`config.mk`:
```
export PLATFORM = sky130hd
export DESIGN_NAME = fec_convolutional_interleave_encoder
export DESIGN_NICKNAME = d
export VERILOG_FILES = /design/src/rtl/fci_pkg.sv /design/src/rtl/fci_tail_seq.sv /design/src/rtl/fci_coder.sv /design/src/rtl/fci_out_buf.sv /design/src/rtl/fec_convolutional_interleave_encoder.sv
export SDC_FILE = /design/constraint.sdc
export NUM_CORES = 1
export LEC_CHECK = 0
export BUFFER_PORTS_ARGS = -buffer_cell sky130_fd_sc_hd__buf_2
export CAP_MARGIN = 15
export CORE_ASPECT_RATIO = 1.2
export CORE_MARGIN = 10
export CORE_UTILIZATION = 40
export CTS_CLUSTER_DIAMETER = 40
export DETAILED_ROUTE_END_ITERATION = 6
export PLACE_DENSITY = 0.65
export SYNTH_ARGS = -nofsm -noshare
export SYNTH_HDL_FRONTEND = slang
export SYNTH_SLANG_ARGS = --single-unit
```
`constraint.sdc`:
```
create_clock -name clock -period 9.3 [get_ports clock]
set_clock_uncertainty 0.05 [all_clocks]
set_input_delay 2.325 -clock clock [delete_from_list [all_inputs] [get_ports clock]]
set_output_delay 2.325 -clock clock [all_outputs]
set_load 0.01 [all_outputs]
```
`src/rtl/fci_pkg.sv`:
```
// shared types, constants and coding functions for the convolutional interleave encoder
`timescale 1ns / 1ps
package fci_pkg;

   // register map, indexed by paddr[2]
   localparam logic REG_APPEND_CRC = 1'b0;
   localparam logic REG_CRC_POLY   = 1'b1;

   localparam logic [15:0] CRC_INIT      = 16'hFFFF;
   localparam logic [15:0] CRC_POLY_INIT = 16'h8005;
   localparam logic [7:0]  TERM_BYTE     = 8'h0B;

   // code symbol per input bit and three memory bits
   localparam logic [1:0] CODE_TABLE [16] = '{
      2'd0, 2'd3, 2'd1, 2'd2, 2'd3, 2'd0, 2'd2, 2'd1,
      2'd3, 2'd0, 2'd2, 2'd1, 2'd0, 2'd3, 2'd1, 2'd2
   };

   typedef struct packed {
      logic [7:0] data_byte;
      logic       last_byte;
   } fci_req_type;

   typedef struct packed {
      logic [7:0] coded_byte;
      logic       end_of_packet;
   } fci_rsp_type;

   // one byte offered to the coder
   typedef struct packed {
      logic       valid;
      logic [7:0] data;
      logic       last;
   } fci_feed_type;

   // four interleaved bytes handed to the output buffer
   typedef struct packed {
      logic        valid;
      logic [31:0] bytes;
      logic        eop;
   } fci_load_type;

   // crc-16, msb first, one byte
   function automatic logic [15:0] crc_update(input logic [15:0] crc,
                                              input logic [7:0]  b,
                                              input logic [15:0] poly);
      logic [15:0] c;
      logic        fb;
      c = crc;
      for (int k = 0; k < 8; k++) begin
         fb = c[15] ^ b[7 - k];
         c  = {c[14:0], 1'b0};
         if (fb) begin
            c = c ^ poly;
         end
      end
      return c;
   endfunction

   // rate 1/2 code word of one byte given the encoder memory
   function automatic logic [15:0] conv_encode(input logic [2:0] mem,
                                               input logic [7:0] b);
      logic [10:0] r;
      logic [15:0] w;
      r = {mem, b};
      w = '0;
      for (int i = 0; i < 8; i++) begin
         w[2*i +: 2] = CODE_TABLE[r[i +: 4]];
      end
      return w;
   endfunction

   // bit-pair interleave of two code words, first output byte in the top bits
   function automatic logic [31:0] interleave(input logic [15:0] held,
                                              input logic [15:0] w);
      logic [31:0] v;
      v = '0;
      for (int n = 0; n < 4; n++) begin
         v[8*(3-n) +: 8] = {w[2*n +: 2], w[8+2*n +: 2], held[2*n +: 2], held[8+2*n +: 2]};
      end
      return v;
   endfunction

endpackage

```
`src/rtl/fci_tail_seq.sv`:
```
// input register, running crc and packet tail sequencer
`timescale 1ns / 1ps
module fci_tail_seq (
   input  logic                 clock,
   input  logic                 reset,
   input  logic                 req_valid,
   output logic                 req_stall,
   input  fci_pkg::fci_req_type req_word,
   input  logic                 append_crc,
   input  logic [15:0]          crc_polynomial,
   input  logic                 phase,
   input  logic                 feed_take,
   output fci_pkg::fci_feed_type feed
);
   import fci_pkg::*;

   localparam logic [2:0] ST_IDLE   = 3'd0;
   localparam logic [2:0] ST_DATA   = 3'd1;
   localparam logic [2:0] ST_CRC_HI = 3'd2;
   localparam logic [2:0] ST_CRC_LO = 3'd3;
   localparam logic [2:0] ST_TERM   = 3'd4;

   logic [2:0]  state_ff, state_in;
   logic [7:0]  data_ff, data_in;
   logic        last_ff, last_in;
   logic [15:0] crc_ff, crc_in;
   logic [2:0]  term_cnt_ff, term_cnt_in;
   logic        data_done;
   logic        tail_done;
   logic        accept;

   always_comb begin
      feed.valid = (state_ff != ST_IDLE);
      feed.last  = (state_ff == ST_TERM) && (term_cnt_ff == 3'd1);
      case (state_ff)
         ST_DATA:   feed.data = data_ff;
         ST_CRC_HI: feed.data = crc_ff[15:8];
         ST_CRC_LO: feed.data = crc_ff[7:0];
         default:   feed.data = TERM_BYTE;
      endcase
   end

   assign data_done = (state_ff == ST_DATA) && feed_take && !last_ff;
   assign tail_done = feed_take && feed.last;
   assign req_stall = !((state_ff == ST_IDLE) || data_done || tail_done);
   assign accept    = req_valid && !req_stall;

   always_comb begin
      state_in    = state_ff;
      data_in     = data_ff;
      last_in     = last_ff;
      crc_in      = crc_ff;
      term_cnt_in = term_cnt_ff;
      if (feed_take) begin
         case (state_ff)
            ST_DATA: begin
               crc_in = crc_update(crc_ff, data_ff, crc_polynomial);
               if (last_ff) begin
                  // two terminators plus one pad if a word is left unpaired, else two
                  term_cnt_in = phase ? 3'd4 : 3'd3;
                  state_in    = append_crc ? ST_CRC_HI : ST_TERM;
               end else begin
                  state_in = ST_IDLE;
               end
            end
            ST_CRC_HI: state_in = ST_CRC_LO;
            ST_CRC_LO: state_in = ST_TERM;
            ST_TERM: begin
               term_cnt_in = term_cnt_ff - 3'd1;
               if (term_cnt_ff == 3'd1) begin
                  state_in = ST_IDLE;
                  crc_in   = CRC_INIT;
               end
            end
            default: state_in = ST_IDLE;
         endcase
      end
      if (accept) begin
         data_in  = req_word.data_byte;
         last_in  = req_word.last_byte;
         state_in = ST_DATA;
      end
   end

   always_ff @(posedge clock) begin
      if (reset) begin
         state_ff    <= ST_IDLE;
         crc_ff      <= CRC_INIT;
         term_cnt_ff <= 3'd0;
      end else begin
         state_ff    <= state_in;
         crc_ff      <= crc_in;
         term_cnt_ff <= term_cnt_in;
      end
   end

   always_ff @(posedge clock) begin
      data_ff <= data_in;
      last_ff <= last_in;
   end

   a_tail_blocks_input: assert property (@(posedge clock) disable iff (reset)
      (state_ff == ST_CRC_HI || state_ff == ST_CRC_LO ||
       (state_ff == ST_TERM && term_cnt_ff != 3'd1)) |-> req_stall)
      else $error("input accepted during packet tail");

   a_crc_reload: assert property (@(posedge clock) disable iff (reset)
      tail_done |=> (crc_ff == CRC_INIT))
      else $error("crc not reloaded after packet");

endmodule

```
`src/rtl/fci_coder.sv`:
```
// convolutional coder, word pairing and interleave
`timescale 1ns / 1ps
module fci_coder (
   input  logic                  clock,
   input  logic                  reset,
   input  fci_pkg::fci_feed_type feed,
   output logic                  feed_take,
   output logic                  phase,
   input  logic                  load_ok,
   output fci_pkg::fci_load_type load
);
   import fci_pkg::*;

   logic [2:0]  mem_ff, mem_in;
   logic        phase_ff, phase_in;
   logic [15:0] held_ff;
   logic [15:0] code_word;

   assign code_word = conv_encode(mem_ff, feed.data);
   assign feed_take = feed.valid && (!phase_ff || load_ok);
   assign phase     = phase_ff;

   assign load.valid = feed_take && phase_ff;
   assign load.bytes = interleave(held_ff, code_word);
   assign load.eop   = feed.last;

   always_comb begin
      mem_in   = mem_ff;
      phase_in = phase_ff;
      if (feed_take) begin
         // memory is the low three bits of the byte, cleared at packet end
         mem_in   = feed.last ? 3'd0 : feed.data[2:0];
         phase_in = !phase_ff;
      end
   end

   always_ff @(posedge clock) begin
      if (reset) begin
         mem_ff   <= 3'd0;
         phase_ff <= 1'b0;
      end else begin
         mem_ff   <= mem_in;
         phase_ff <= phase_in;
      end
   end

   always_ff @(posedge clock) begin
      if (feed_take && !phase_ff) begin
         held_ff <= code_word;
      end
   end

   a_last_completes_pair: assert property (@(posedge clock) disable iff (reset)
      (feed.valid && feed.last) |-> phase_ff)
      else $error("packet end on an unpaired word");

   a_packet_end_clears: assert property (@(posedge clock) disable iff (reset)
      (feed_take && feed.last) |=> (mem_ff == 3'd0 && !phase_ff))
      else $error("coder state not cleared after packet");

endmodule

```
`src/rtl/fci_out_buf.sv`:
```
// four byte output buffer feeding the byte-wide result channel
`timescale 1ns / 1ps
module fci_out_buf (
   input  logic                  clock,
   input  logic                  reset,
   input  fci_pkg::fci_load_type load,
   output logic                  load_ok,
   output logic                  rsp_valid,
   input  logic                  rsp_stall,
   output fci_pkg::fci_rsp_type  rsp_word
);
   import fci_pkg::*;

   logic [31:0] bytes_ff;
   logic        eop_ff;
   logic [1:0]  cnt_ff, cnt_in;
   logic        valid_ff, valid_in;
   logic        take;

   assign take    = valid_ff && !rsp_stall;
   assign load_ok = !valid_ff || (take && cnt_ff == 2'd3);

   assign rsp_valid = valid_ff;

   always_comb begin
      rsp_word.end_of_packet = eop_ff && (cnt_ff == 2'd3);
      case (cnt_ff)
         2'd0:    rsp_word.coded_byte = bytes_ff[31:24];
         2'd1:    rsp_word.coded_byte = bytes_ff[23:16];
         2'd2:    rsp_word.coded_byte = bytes_ff[15:8];
         default: rsp_word.coded_byte = bytes_ff[7:0];
      endcase
   end

   always_comb begin
      cnt_in   = cnt_ff;
      valid_in = valid_ff;
      if (take) begin
         cnt_in = cnt_ff + 2'd1;
         if (cnt_ff == 2'd3) begin
            valid_in = 1'b0;
         end
      end
      if (load.valid) begin
         cnt_in   = 2'd0;
         valid_in = 1'b1;
      end
   end

   always_ff @(posedge clock) begin
      if (reset) begin
         cnt_ff   <= 2'd0;
         valid_ff <= 1'b0;
      end else begin
         cnt_ff   <= cnt_in;
         valid_ff <= valid_in;
      end
   end

   always_ff @(posedge clock) begin
      if (load.valid) begin
         bytes_ff <= load.bytes;
         eop_ff   <= load.eop;
      end
   end

   a_no_overwrite: assert property (@(posedge clock) disable iff (reset)
      load.valid |-> load_ok)
      else $error("output buffer overwritten before drained");

endmodule

```
`src/rtl/fec_convolutional_interleave_encoder.sv`:
```
// top level of the packet convolutional encoder with bit-pair interleaver
`timescale 1ns / 1ps
// Packet encoder: payload bytes come in on the req channel, each with a last flag, and
// coded bytes leave on the rsp channel, end_of_packet set on the final one of a packet.
// A running crc-16 (start 0xffff, msb first, polynomial from the crc_polynomial register)
// covers the payload; after the last byte the tail is coded too: the crc high byte then
// low byte when append_crc is set, two 0x0b terminators, and one or two 0x0b pads so the
// packet ends on a whole pair of bytes. Each byte becomes a 16 bit code word from a
// k=4 rate 1/2 code; every pair of words is bit-pair interleaved into four result bytes.
// Pacing: in steady state the input is paced by the byte-wide result port, which drains
// four bytes per pair of input bytes. The byte marked last adds 3 to 6 tail bytes; the
// input stays stalled while they are fed, paced by the output port, and up to 16 results
// come from a packet's last word. The first result byte of a pair is presented once the
// second input word of the pair has passed the input register and then the output buffer
// register, when the output buffer is free.
// Registers: byte address 0 append_crc (bit 0, reset 1), address 4 crc_polynomial
// (bits 15:0, reset 0x8005); write only between packets.
module fec_convolutional_interleave_encoder (
   input  logic                 clock,
   input  logic                 reset,
   // input channel
   input  logic                 req_valid,
   output logic                 req_stall,
   input  fci_pkg::fci_req_type req_word,
   // result channel
   output logic                 rsp_valid,
   input  logic                 rsp_stall,
   output fci_pkg::fci_rsp_type rsp_word,
   // configuration port
   input  logic                 psel,
   input  logic                 penable,
   input  logic                 pwrite,
   input  logic [2:0]           paddr,
   input  logic [31:0]          pwdata,
   output logic [31:0]          prdata,
   output logic                 pready
);
   import fci_pkg::*;

   logic         append_crc_ff, append_crc_in;
   logic [15:0]  crc_poly_ff, crc_poly_in;
   logic         csr_write;
   logic         reg_sel;
   fci_feed_type feed;
   fci_load_type load;
   logic         feed_take;
   logic         phase;
   logic         load_ok;

   // register file, word aligned, register index in address bit 2
   assign pready    = 1'b1;
   assign reg_sel   = paddr[2];
   assign csr_write = psel && penable && pwrite;

   always_comb begin
      append_crc_in = append_crc_ff;
      crc_poly_in   = crc_poly_ff;
      if (csr_write) begin
         case (reg_sel)
            REG_APPEND_CRC: append_crc_in = pwdata[0];
            REG_CRC_POLY:   crc_poly_in   = pwdata[15:0];
            default:        ;
         endcase
      end
   end

   always_comb begin
      case (reg_sel)
         REG_APPEND_CRC: prdata = {31'd0, append_crc_ff};
         REG_CRC_POLY:   prdata = {16'd0, crc_poly_ff};
         default:        prdata = 32'd0;
      endcase
   end

   always_ff @(posedge clock) begin
      if (reset) begin
         append_crc_ff <= 1'b1;
         crc_poly_ff   <= CRC_POLY_INIT;
      end else begin
         append_crc_ff <= append_crc_in;
         crc_poly_ff   <= crc_poly_in;
      end
   end

   // input register, crc and tail bytes
   fci_tail_seq u_tail_seq (
      .clock          (clock),
      .reset          (reset),
      .req_valid      (req_valid),
      .req_stall      (req_stall),
      .req_word       (req_word),
      .append_crc     (append_crc_ff),
      .crc_polynomial (crc_poly_ff),
      .phase          (phase),
      .feed_take      (feed_take),
      .feed           (feed)
   );

   // code word per byte, interleave per pair
   fci_coder u_coder (
      .clock     (clock),
      .reset     (reset),
      .feed      (feed),
      .feed_take (feed_take),
      .phase     (phase),
      .load_ok   (load_ok),
      .load      (load)
   );

   // four bytes out, one per cycle while the result channel is not stalled
   fci_out_buf u_out_buf (
      .clock     (clock),
      .reset     (reset),
      .load      (load),
      .load_ok   (load_ok),
      .rsp_valid (rsp_valid),
      .rsp_stall (rsp_stall),
      .rsp_word  (rsp_word)
   );

endmodule

```
# Word level (Yosys, flattened, before mapping)
# Memories as Yosys holds them, arrays and structs flattened.
# Cells that the tools add are included.
[word_totals]
register_bits = 104
rom_bits = 256
inputBits = 51
out_inout_bits = 44
wordCells = 163
n_memories = 8
[classes]
add_sub_neg = 2
order_cmp = 8
n_eq_ne = 11
muxes = 56
bitwise = 25
n_reduce_logical = 38
[memory_table]
columns = ["name", "words", "width", "rd", "rd_clocked_by_memory_dff", "write_ports", "line_no", "text"]
rows = [
  ["(name not given)", 16, 2, 1, 0, 0, "fci_pkg.sv:68", "w[2*i +: 2] = CODE_TABLE[r[i +: 4]];"],
  ["(name not given)", 16, 2, 1, 0, 0, "fci_pkg.sv:68", ""],
  ["(name not given)", 16, 2, 1, 0, 0, "fci_pkg.sv:68", ""],
  ["(name not given)", 16, 2, 1, 0, 0, "fci_pkg.sv:68", ""],
  ["(name not given)", 16, 2, 1, 0, 0, "fci_pkg.sv:68", ""],
  ["(name not given)", 16, 2, 1, 0, 0, "fci_pkg.sv:68", ""],
  ["+2 memories", "n/a", "n/a", "n/a", "n/a", "n/a", "n/a", ""],
]
[ops]
columns = ["op", "n"]
rows = [
  ["two-way mux 16 bit", 23],
  ["XOR 16 bit", 8],
  ["one-hot mux 32 bit (2 select lines)", 1],
  ["one-hot mux 8 bit (3 select lines)", 2],
  ["greater-or-equal comparator 5 bit, second input constant", 8],
  ["NOT 4 -> 5 bit", 8],
  ["two-way mux 2 bit", 16],
  ["one-hot mux 16 bit (2 select lines)", 1],
  ["two-way mux 3 bit", 6],
  ["logical AND 1 bit", 13],
  ["one-hot mux 3 bit (4 select lines)", 1],
  ["AND reduction 2 bit", 5],
  ["nonzero test 2 bit", 4],
  ["XOR 1 bit", 8],
  ["equality test 3 x 1 -> 1 bit, second input constant", 2],
  ["equality test 3 x 2 -> 1 bit, second input constant", 2],
  ["one-hot mux 3 bit (2 select lines)", 1],
  ["AND reduction 3 bit", 2],
  ["zero test 1 bit", 5],
  ["two-way mux 1 bit", 5],
  ["equality test 2 bit, second input constant", 2],
  ["logical OR 1 bit", 4],
  ["OR reduction 2 bit", 2],
  ["equality test 3 bit, second input constant", 1],
  ["other kinds (10)", 10],
]

# Logic depth before layout (Yosys ltp)
[depth]
ltp_word = 34
ltp_mapped = 15
mapped_depth_nobuf = 12

# Modules after synthesis
# From an unflattened synthesis, not the netlist that was laid out.
[unflattened]
cells_unflattened = 816
hier_area_um2 = 7558.5
[by_module_without_submodules]
columns = ["mod", "instances", "cells_per_inst", "area_each_um2", "seq_area_each_um2"]
rows = [
  ["fci_tail_seq", 1, 538, 4046.4, 710.7],
  ["fci_out_buf", 1, 80, 1400.1, 1051.0],
  ["fci_coder", 1, 88, 1102.3, 560.5],
  ["fec_convolutional_interleave_encoder", 1, 110, 1009.7, 340.3],
]

# Worst setup path before layout
# Ideal clock, no wire load.
[synth_timing]
path_type = "in2out"
start = "input port rsp_stall"
end = "output port req_stall"
arrival_time_ns = 3.180
required_time_ns = 6.925
slack_ns = 3.745
cell_stages = 6
path_buffers = 0
cell_sequence = "o21ai_0 > nor2_1 > o21ai_0 > a22oi_1 > nor2_1 > inv_1"
[synth_between]
elab_chain_cells = 11
elab_cells_between_ends = 12
cone_classes = "reduce/logical (12)"
[synth_rtl]
columns = ["item", "line_no", "text"]
rows = [
  ["start: declaration", "fec_convolutional_interleave_encoder.sv:27", "input logic rsp_stall,"],
  ["zero test 1 bit *", "fci_out_buf.sv:20", "assign take = valid_ff && !rsp_stall;"],
  ["logical AND 1 bit *", "fci_out_buf.sv:20", ""],
  ["logical AND 1 bit *", "fci_out_buf.sv:21", "assign load_ok = !valid_ff || (take && cnt_ff == 2'd3);"],
  ["logical OR 1 bit *", "fci_out_buf.sv:21", ""],
  ["logical OR 1 bit *", "fci_coder.sv:20", "assign feed_take = feed.valid && (!phase_ff || load_ok);"],
  ["logical AND 1 bit *", "fci_coder.sv:20", ""],
  ["logical AND 1 bit (2 in a row)", "fci_tail_seq.sv:43", "assign data_done = (state_ff == ST_DATA) && feed_take && !last_ff;"],
  ["logical OR 1 bit", "fci_tail_seq.sv:45", "assign req_stall = !((state_ff == ST_IDLE) || data_done || tail_done);"],
  ["logical OR 1 bit *", "fci_tail_seq.sv:45", ""],
  ["zero test 1 bit *", "fci_tail_seq.sv:45", ""],
  ["end: declaration", "fec_convolutional_interleave_encoder.sv:23", "output logic req_stall,"],
]
# Every way passes the cells marked *; elsewhere a longest branch is shown, timed or not.

# Final worst setup path
# Same ends and word-level chain as after synthesis.

==> run summary <==
The worst hold path stage count works out to 0. In this run the register-to-register setup slack is 4.44 ns. The number of buffers on the longest clock path is 2, and the transition time of the tightest slew-check pin is 1.10 ns.

Of the cells placed in the final design, the portion with a size suffix greater than 1 is 13.6%. Average vias per placed instance: 5.30. Endpoint kind of the worst setup timing path: an output port. The most frequently used flop master after synthesis is edfxtp_1.

The post-route fraction of the period consumed by the critical path was 64.4%. The post-route non-filler standard cell count is 1061. The number of nets in the layout was 900; the number of global-route vias before repair was 5433. I/O pin total: 95.

Number of synthesized register bits: 104. The largest single stage delay on the critical path is 0.39 ns. The logs give 0 for the count of endpoints failing hold in the final timing report and 2.99 nW for the leakage power. Adding up every negative setup slack in the final design gives 0 ns. Entering global routing, the biggest net connects 34 pins. In this run the critical register-to-register path is captured at u_tail_seq.crc_ff[4]. After synthesis, the share of cell area in mux cells is 2.61%. The hold path endpoint is u_out_buf.bytes_ff[19]. After clock tree synthesis, the clock-pin slew on the worst setup and hold paths is 0.08 ns. Type of the worst setup path: input pin to output port. In this run the remaining antenna-violating nets after routing total 0. The die width works out to 143 um. After synthesis, the most frequently instantiated cells are 146 x nand2_1, 97 x xnor2_1, 58 x edfxtp_1. Sorting the synthesized cells by area gives the leading types as edfxtp_1 24%, dfxtp_1 13%, xnor2_1 12%, nand2_1 7.6%, xnor3_1 4.7%.

Synthesis produced 816 cells. The average instance in the mapped netlist occupies 8.83 um2. The total global-route track usage is 14.7%.

The power density normalized to cell area works out to 235 mW/mm2. Setup repair after global routing left no endpoint under its margin. Measured in cells, the most critical reg-to-reg path has a length of 12. For the sequential-to-total area share from yosys stat, the log shows 37.0%. Yosys mapped the design onto 68 distinct sky130hd cell types. Gates resized during post-CTS repair numbered 0. Along the worst path, the maximum fanout reaches 7.

The final layout contains routed wiring with a total length of 17500 um. The worst-path cell with the longest stage delay was nor2_1. The final critical path time including I/O delays and setup was 5.99 ns.

The detailed-route DRC error count was 0; the simple-gate area share of the yosys netlist was 18.8%. In the final routed layout, each cell accounts on average for 16.5 um. Global-route wire length before repair: 28600 um. The tools report the number of rows in the core area as 53.

The adder-cell share of the synthesized area was 2.26%; the post-synthesis share of cell area spent on xor and xnor gates was 19.9%. The quantity of I/O buffers inserted on ports was 59; the placeable core region was 0.0176 mm2. The overall die area came out at 0.0238 mm2.

The type of the most critical hold path was register to register. The Yosys step of the flow raised 0 warnings. For this configuration, the core starts out at a cell density of 40.8%. The highest achievable clock rate was 0.167 GHz; the chip height was 167 um.

Traced cell by cell, the critical path runs through buf_2 -> o21ai_0 -> nor2_1 -> o21ai_0 -> a22oi_1 -> nor2_1 -> inv_1 -> buf_2. Buffers added to address setup during post-CTS repair amount to 0. In this run, post-CTS hold repair placed 0 buffers. The run finished with clean final reports.

The run gives 0 as the count of inserted antenna diode cells. The largest area contributor in the netlist is edfxtp_1. The post-synthesis cell area was 0.00720 mm2. Detailed placement ended at an HPWL of 12700 um. Detailed routing inserted a total of 5626 vias. Worst reg2reg path startpoint: crc_poly_ff[14].

The detailed router finished its first iteration with 420 violations. Number of antenna violations at the first check in global routing: 0. The startpoint identified for the worst hold timing path is u_coder.held_ff[3]. The clock latency at the later pin of the worst-skew pair is 0.35 ns, and the number of synthesized flops with an enable pin is 58. Post-synthesis compound-gate area fraction: 12.7%. The fraction of registers with async set/reset was 0%; the critical path arrival was 3.61 ns.

The congestion estimate from routability-driven global placement came to 0.844. The area growth from synthesis to layout is 9.33%. Setup violations remaining at the end of the flow were counted as 0. Hold timing on the final database bottoms out at a slack of 0.356 ns.

Headroom to the max-slew limit came out at 26.1%. The tree is rooted in a clkbuf_16. The data required time at the worst endpoint was 6.93 ns. Clock tree synthesis found a total of 104 sinks. Global routing finished with a remaining overflow of 0. Across the run, the number of max-cap violations was 0. The total iterations of the first detailed-routing run is 4.

The most numerous cell in the Yosys netlist is nand2_1. For the H-tree level count, the log shows 3. TritonCTS built the clock tree. The worst setup path is launched from an input pin. IR analysis of the VDD net gives a maximum drop of 0.171 mV. After synthesis, the largest family of logic cells by area is XOR/XNOR gates. The number of placed instances, taps included, is 1045. After synthesis, the largest area contributor takes up 24.2% of total cell area. The logs give 0 for the final number of max-transition violations and 9 for the total clock buffers created by CTS.
[area by class of cell]
class	count	area, um2
tap	220	275
timing repair buffer	70	378
multi-input combinational	623	4140
sequential	104	2660
clock buffer	9	225
inverter	28	105
clock inverter	7	91.3
fill	1734	9760
[worst max-delay path, delay by kind of cell]
kind / cells / cell delay (ns)
buffers and inverters: 3 / 0.27
AO/OA/AOI/OAI: 3 / 0.53
AND/OR/NAND/NOR: 2 / 0.47
[report_power, final]
group          leakage [nW]  internal [mW]  switching, mW
logic                  1.93          0.390          0.501
clock network         0.152          0.195          0.191
registers             0.910          0.534         0.0366
total                  2.99           1.12          0.729
[registers in the layout, summed over array words and instances (netlist names), 2 cells and up]
| name | count |
|---|---|
| crc_poly_ff | 16 |
| u_coder.held_ff | 16 |
| u_coder.mem_ff | 3 |
| u_out_buf.bytes_ff | 32 |
| u_out_buf.cnt_ff | 2 |
| u_tail_seq.crc_ff | 16 |
| u_tail_seq.data_ff | 8 |
| u_tail_seq.state_ff | 3 |
| u_tail_seq.term_cnt_ff | 3 |
[worst max-delay path by stage]
| stage | from | endpoint | slack [ns] | cells past startpoint |
|---|---|---|---|---|
| after CTS | rsp_stall | req_stall | 3.30 | 8 |
| after global placement | rsp_stall | req_stall | 3.29 | 8 |
| after detailed placement | rsp_stall | req_stall | 3.30 | 8 |
| final | rsp_stall | req_stall | 3.31 | 8 |
| after global routing | rsp_stall | req_stall | 3.11 | 8 |
| after floorplan | rsp_stall | req_stall | 3.75 | 6 |
[per-layer routing]
layer / vias to the layer above / global-route usage [%] / routed length [um]
li1: 2795 / - / -
met1: 2666 / 18.3 / 7620
met2: 140 / 24.9 / 8630
met3: 25 / 2.73 / 782
met4: 0 / 5.12 / 439
met5: - / 0 / 0
[cells by family (layout without fill, tap and decap cells)]
logic type                 Yosys count  count (layout)
xor gates and xnor gates           136             136
buffers and inverters              104             114
muxes                               18              18
other                                2              17
DFF                                104             104
and+or+nand+nor                    299             299
AOI/OAI and AO/OA                  140             140
adders and majority gates           13              13
[cell usage in the layout, fill, tap and decap left out, types with 13 or more instances in the layout]
cell type	count
nand2_1	146
xnor2_1	97
buf_2	59
edfxtp_1	58
a21oi_1	56
nor2_1	56
dfxtp_1	46
inv_1	28
nand3_1	23
o21ai_0	21
xor2_1	19
nor3_1	17
conb_1	17
xnor3_1	15
and2_1	13
ha_1	13
[per-stage QoR]
step | power, mW | util [%] | worst slack (ns) | instance area (um2)
2_1_floorplan | 1.28 | - | 3.75 | 7260
3_3_place_gp | 1.46 | 42.9 | 3.29 | 7560
3_5_place_dp | 1.46 | 42.9 | 3.30 | 7560
4_1_cts | 1.86 | 44.7 | 3.30 | 7880
5_1_grt | 1.95 | 44.7 | 3.11 | 7880
6_report | 1.85 | 44.7 | 3.31 | 7880
No activity file was read; power rests on OpenSTA's default activity.
